**config.mk**
```make
export PLATFORM = sky130hd
export DESIGN_NAME = tgc_ram
export DESIGN_NICKNAME = d
export VERILOG_FILES = /design/src/design/tgc_ram.sv
export SDC_FILE = /design/constraint.sdc
export NUM_CORES = 1
export LEC_CHECK = 0
export ABC_CLOCK_PERIOD_IN_PS = 2200
export BUFFER_PORTS_ARGS = -buffer_cell sky130_fd_sc_hd__buf_4
export CAP_MARGIN = 20
export CORE_MARGIN = 2
export CORE_UTILIZATION = 45
export DETAILED_ROUTE_END_ITERATION = 10
export GPL_TIMING_DRIVEN = 0
export SLEW_MARGIN = 40
export SYNTH_ARGS = -nofsm -noshare
export SYNTH_HDL_FRONTEND = slang
export SYNTH_SLANG_ARGS = --single-unit
```
**constraint.sdc**
```tcl
create_clock -name clock -period 2.2 [get_ports clock]
set_clock_uncertainty 0.05 [all_clocks]
set_input_delay 0.22 -clock clock [delete_from_list [all_inputs] [get_ports clock]]
set_output_delay 0.22 -clock clock [all_outputs]
set_load 0.005 [all_outputs]
```
**src/design/tgc_ram.sv**
```systemverilog
// Generic single-port-write, single-port-read RAM with a registered read.
// No dependencies.
module tgc_ram #(
   parameter int WIDTH = 8,
   parameter int DEPTH = 64
) (
   input  logic                     clock,
   input  logic                     we,
   input  logic [$clog2(DEPTH)-1:0] waddr,
   input  logic [WIDTH-1:0]         wdata,
   input  logic [$clog2(DEPTH)-1:0] raddr,
   output logic [WIDTH-1:0]         rdata
);
   logic [WIDTH-1:0] mem_ff [DEPTH];
   logic [WIDTH-1:0] rdata_ff;

   always_ff @(posedge clock) begin
      if (we) begin
         mem_ff[waddr] <= wdata;
      end
      rdata_ff <= mem_ff[raddr];
   end

   assign rdata = rdata_ff;
endmodule
```
==> flow_metrics.tcl <==
set metrics [dict create \
    fill_cells 3449 \
    synthTopCellsByArea "edfxtp_1, mux4_2, nor2_1" \
    synthFlopType "edfxtp_1" \
    crit_fanout 10 \
    root_buffer "clkbuf_16" \
    status "completed" \
    rrSetupSlack_ps 60 \
    worst_slew_pin_slew_ps 884 \
    diodes 0 \
    first_iter_violations 1196 \
    dp_hpwl_mm 30.4 \
    ios 30 \
    nets 1036 \
    period_share_pct 98.6 \
    worstSkewPairLatency_ps 590 \
    end_kind "flip-flop" \
    worstPathCellList "buf_4 > buf_4 > buf_2 > mux4_2 > mux4_2 > o21ai_1 > o41ai_1" \
    grtUsageTotal_pct 21.1 \
    max_slew_margin_pct 40.8 \
    setup_viol 0 \
    yosysMostFrequentCell "edfxtp_1" \
    critPathBufInv 3 \
    die_x_um 216 \
    antenna_found_initial 2 \
    max_stage_delay_ps 530 \
    cts_setup_buffers 0 \
    ys_warn_count 0 \
    r2r-start "mem_ff[50][5]" \
    hold_path_depth 1 \
    grt_pass1_wl_mm 69.3 \
    cp.arrival_ps 2540 \
    synth_area_um2 20200 \
    grt_start_max_net_pins 65 \
    synth_area_per_cell_um2 21.5 \
    synth-seq-cells 520 \
    drc 0 \
    first_global_vias 9921 \
    rows 77 \
    worstPathRequired_ps 2580 \
    min_from "wdata[3]" \
    wl_per_cell_um 29.2 \
    postSynthCellCount 940 \
    hold_class "in2reg" \
    place_area_um2 21100 \
    maxSlewViolCount 0 \
    h-tree-depth 2 \
    ir_worst_vdd_mv 0.518 \
    dp_slack_ps -922 \
    cpLargestDelayFamily "multiplexers" \
    core_um2 44200 \
    syn_nets 962 \
    start_kind "input pin" \
    cts_tree "built" \
    worstHoldEndpoint "mem_ff[50][3]" \
    worstSetupPathType "in2reg" \
    maxCapViolations 0 \
    io_buffers 21 \
    power_density_nw_per_um2 901 \
    area_growth_pct 13.0 \
    min_period_ps 2170 \
    cts.sinks 520 \
    ff2ff_path_depth 4 \
    initial_core_util_pct 45.6 \
    netlist_top_cells_count "edfxtp_1, mux4_2, nor2_1, mux2i_1, nand2_1" \
    die-area_um2 46500 \
    wl_mm 48.2 \
    gr-total-overflow 0 \
    drive_above_1_share_pct 29.0 \
    fp.dieH_um 216 \
    cts_buffers 52 \
    max_clock_freq_mhz 461 \
    via_count 9765 \
    yosysTopAreaCell "edfxtp_1" \
    synth_top_area_share_pct 76.2 \
    ant_nets 0 \
    critPathSlowestCell "mux4_2" \
    hold_viol 0 \
    tns_ps 0 \
    finalInstanceArea_um2 22800 \
    rsz0062_at_grt "no" \
    yosysSeqAreaShare_pct 77.0 \
    gp_congestion 0.916 \
    synth_cell_types 40 \
    whs_ps 115 \
    worst_slack_ps 31.5 \
    final_core_util_pct 51.5 \
    power.leakage_nw 7.02 \
    drtPass1Iterations 7 \
    avgViaCountPerCell 5.93 \
    clock_path_buffers 3 \
    r2r_end "rdata[5]" \
    path_clk_slew_ps 60 \
    synth_edf_count 512 \
    async_reset_ff_share_pct 0 \
]
==> placed cells by master (no fill, tap or decap), types with 3 or more instances in the layout <==
| master | n |
|---|---|
| buf_6 | 4 |
| mux2_2 | 13 |
| a221oi_1 | 6 |
| dfxtp_1 | 8 |
| o2bb2ai_1 | 3 |
| a21oi_1 | 3 |
| nor3_1 | 3 |
| a211oi_1 | 4 |
| o221ai_1 | 8 |
| clkinv_1 | 8 |
| mux2i_1 | 23 |
| nand3b_1 | 3 |
| clkinv_2 | 8 |
| buf_4 | 36 |
| o2111ai_1 | 3 |
| mux4_2 | 126 |
| buf_2 | 10 |
| clkbuf_1 | 32 |
| edfxtp_1 | 512 |
| nor2_1 | 47 |
| nand2_1 | 19 |
| nor2b_1 | 14 |
| nand2b_1 | 7 |
| clkbuf_8 | 5 |
| nor2_2 | 36 |
| a22oi_1 | 3 |
| clkbuf_16 | 53 |
| nand3_1 | 12 |
| o22ai_1 | 8 |
| nor3_2 | 4 |
==> how the worst max path moves through the flow <==
stage                   from  endpoint  slack (ps)  cells past startpoint
finish              raddr[1]  rdata[5]          30                      7
global route        raddr[1]  rdata[5]          10                      7
CTS                 raddr[3]  rdata[6]          40                      7
detailed placement  raddr[1]  rdata[3]        -920                      9
global placement    raddr[1]  rdata[3]        -860                      9
floorplan           raddr[1]  rdata[3]         260                      7
==> worst register-to-register path: stages, from the launching register on <==
cell	delay, ps
edfxtp_1	370
mux4_2	500
mux4_2	520
o21ai_1	330
o41ai_1	200
==> state kept, by name, summed over array words and instances, names as in the netlist <==
register,count
rdata,8
mem_ff,512
==> timing repair <==
action / CTS / global route
setup endpoints to repair: 6 / 4
cloned: 0 / 0
hold endpoints to repair: 2 / 0
resized for setup: 4 / 5
hold buffers: 1 / 0
==> cell families after synthesis <==
logic type	Yosys count	share of synthesized area, %
compound gates	54	2.07
buf+inv	51	1.57
flops	520	77.0
mux	162	15.9
simple gates	153	3.39
==> metrics by stage <==
| stage | total power (W) | cells |
|---|---|---|
| floorplan | 0.0118 | 940 |
| global placement | 0.0123 | 1553 |
| detailed placement | 0.0123 | 1553 |
| CTS | 0.0207 | 1647 |
| global route | 0.0211 | 1647 |
| finish | 0.0205 | 1647 |
==> routing by layer <==
layer,share of wire (%),GRT usage (%)
met1,43,30.0
met2,46,32.0
met3,7.9,4.89
met4,3.5,8.18
met5,0.033,0
==> final cells by class <==
type | instances | area (um^2) | share of cell area, %
plain buffers | 49 | 322 | 1.41
clock buffers | 76 | 1460 | 6.42
clock inverters | 19 | 138 | 0.604
multi-input cells | 369 | 4430 | 19.4
flip-flops and latches | 520 | 15500 | 68.1
well taps | 592 | 741 | 3.25
repair buffers | 22 | 168 | 0.735
==> report_power, final <==
part | leakage (nW) | switching (W) | internal, W
clock network | 0.783 | 0.00361 | 0.00482
logic | 1.57 | 0.000707 | 0.000406
registers | 4.67 | 0.0000198 | 0.0110
Note: power is estimated with default switching activity, not from simulation.
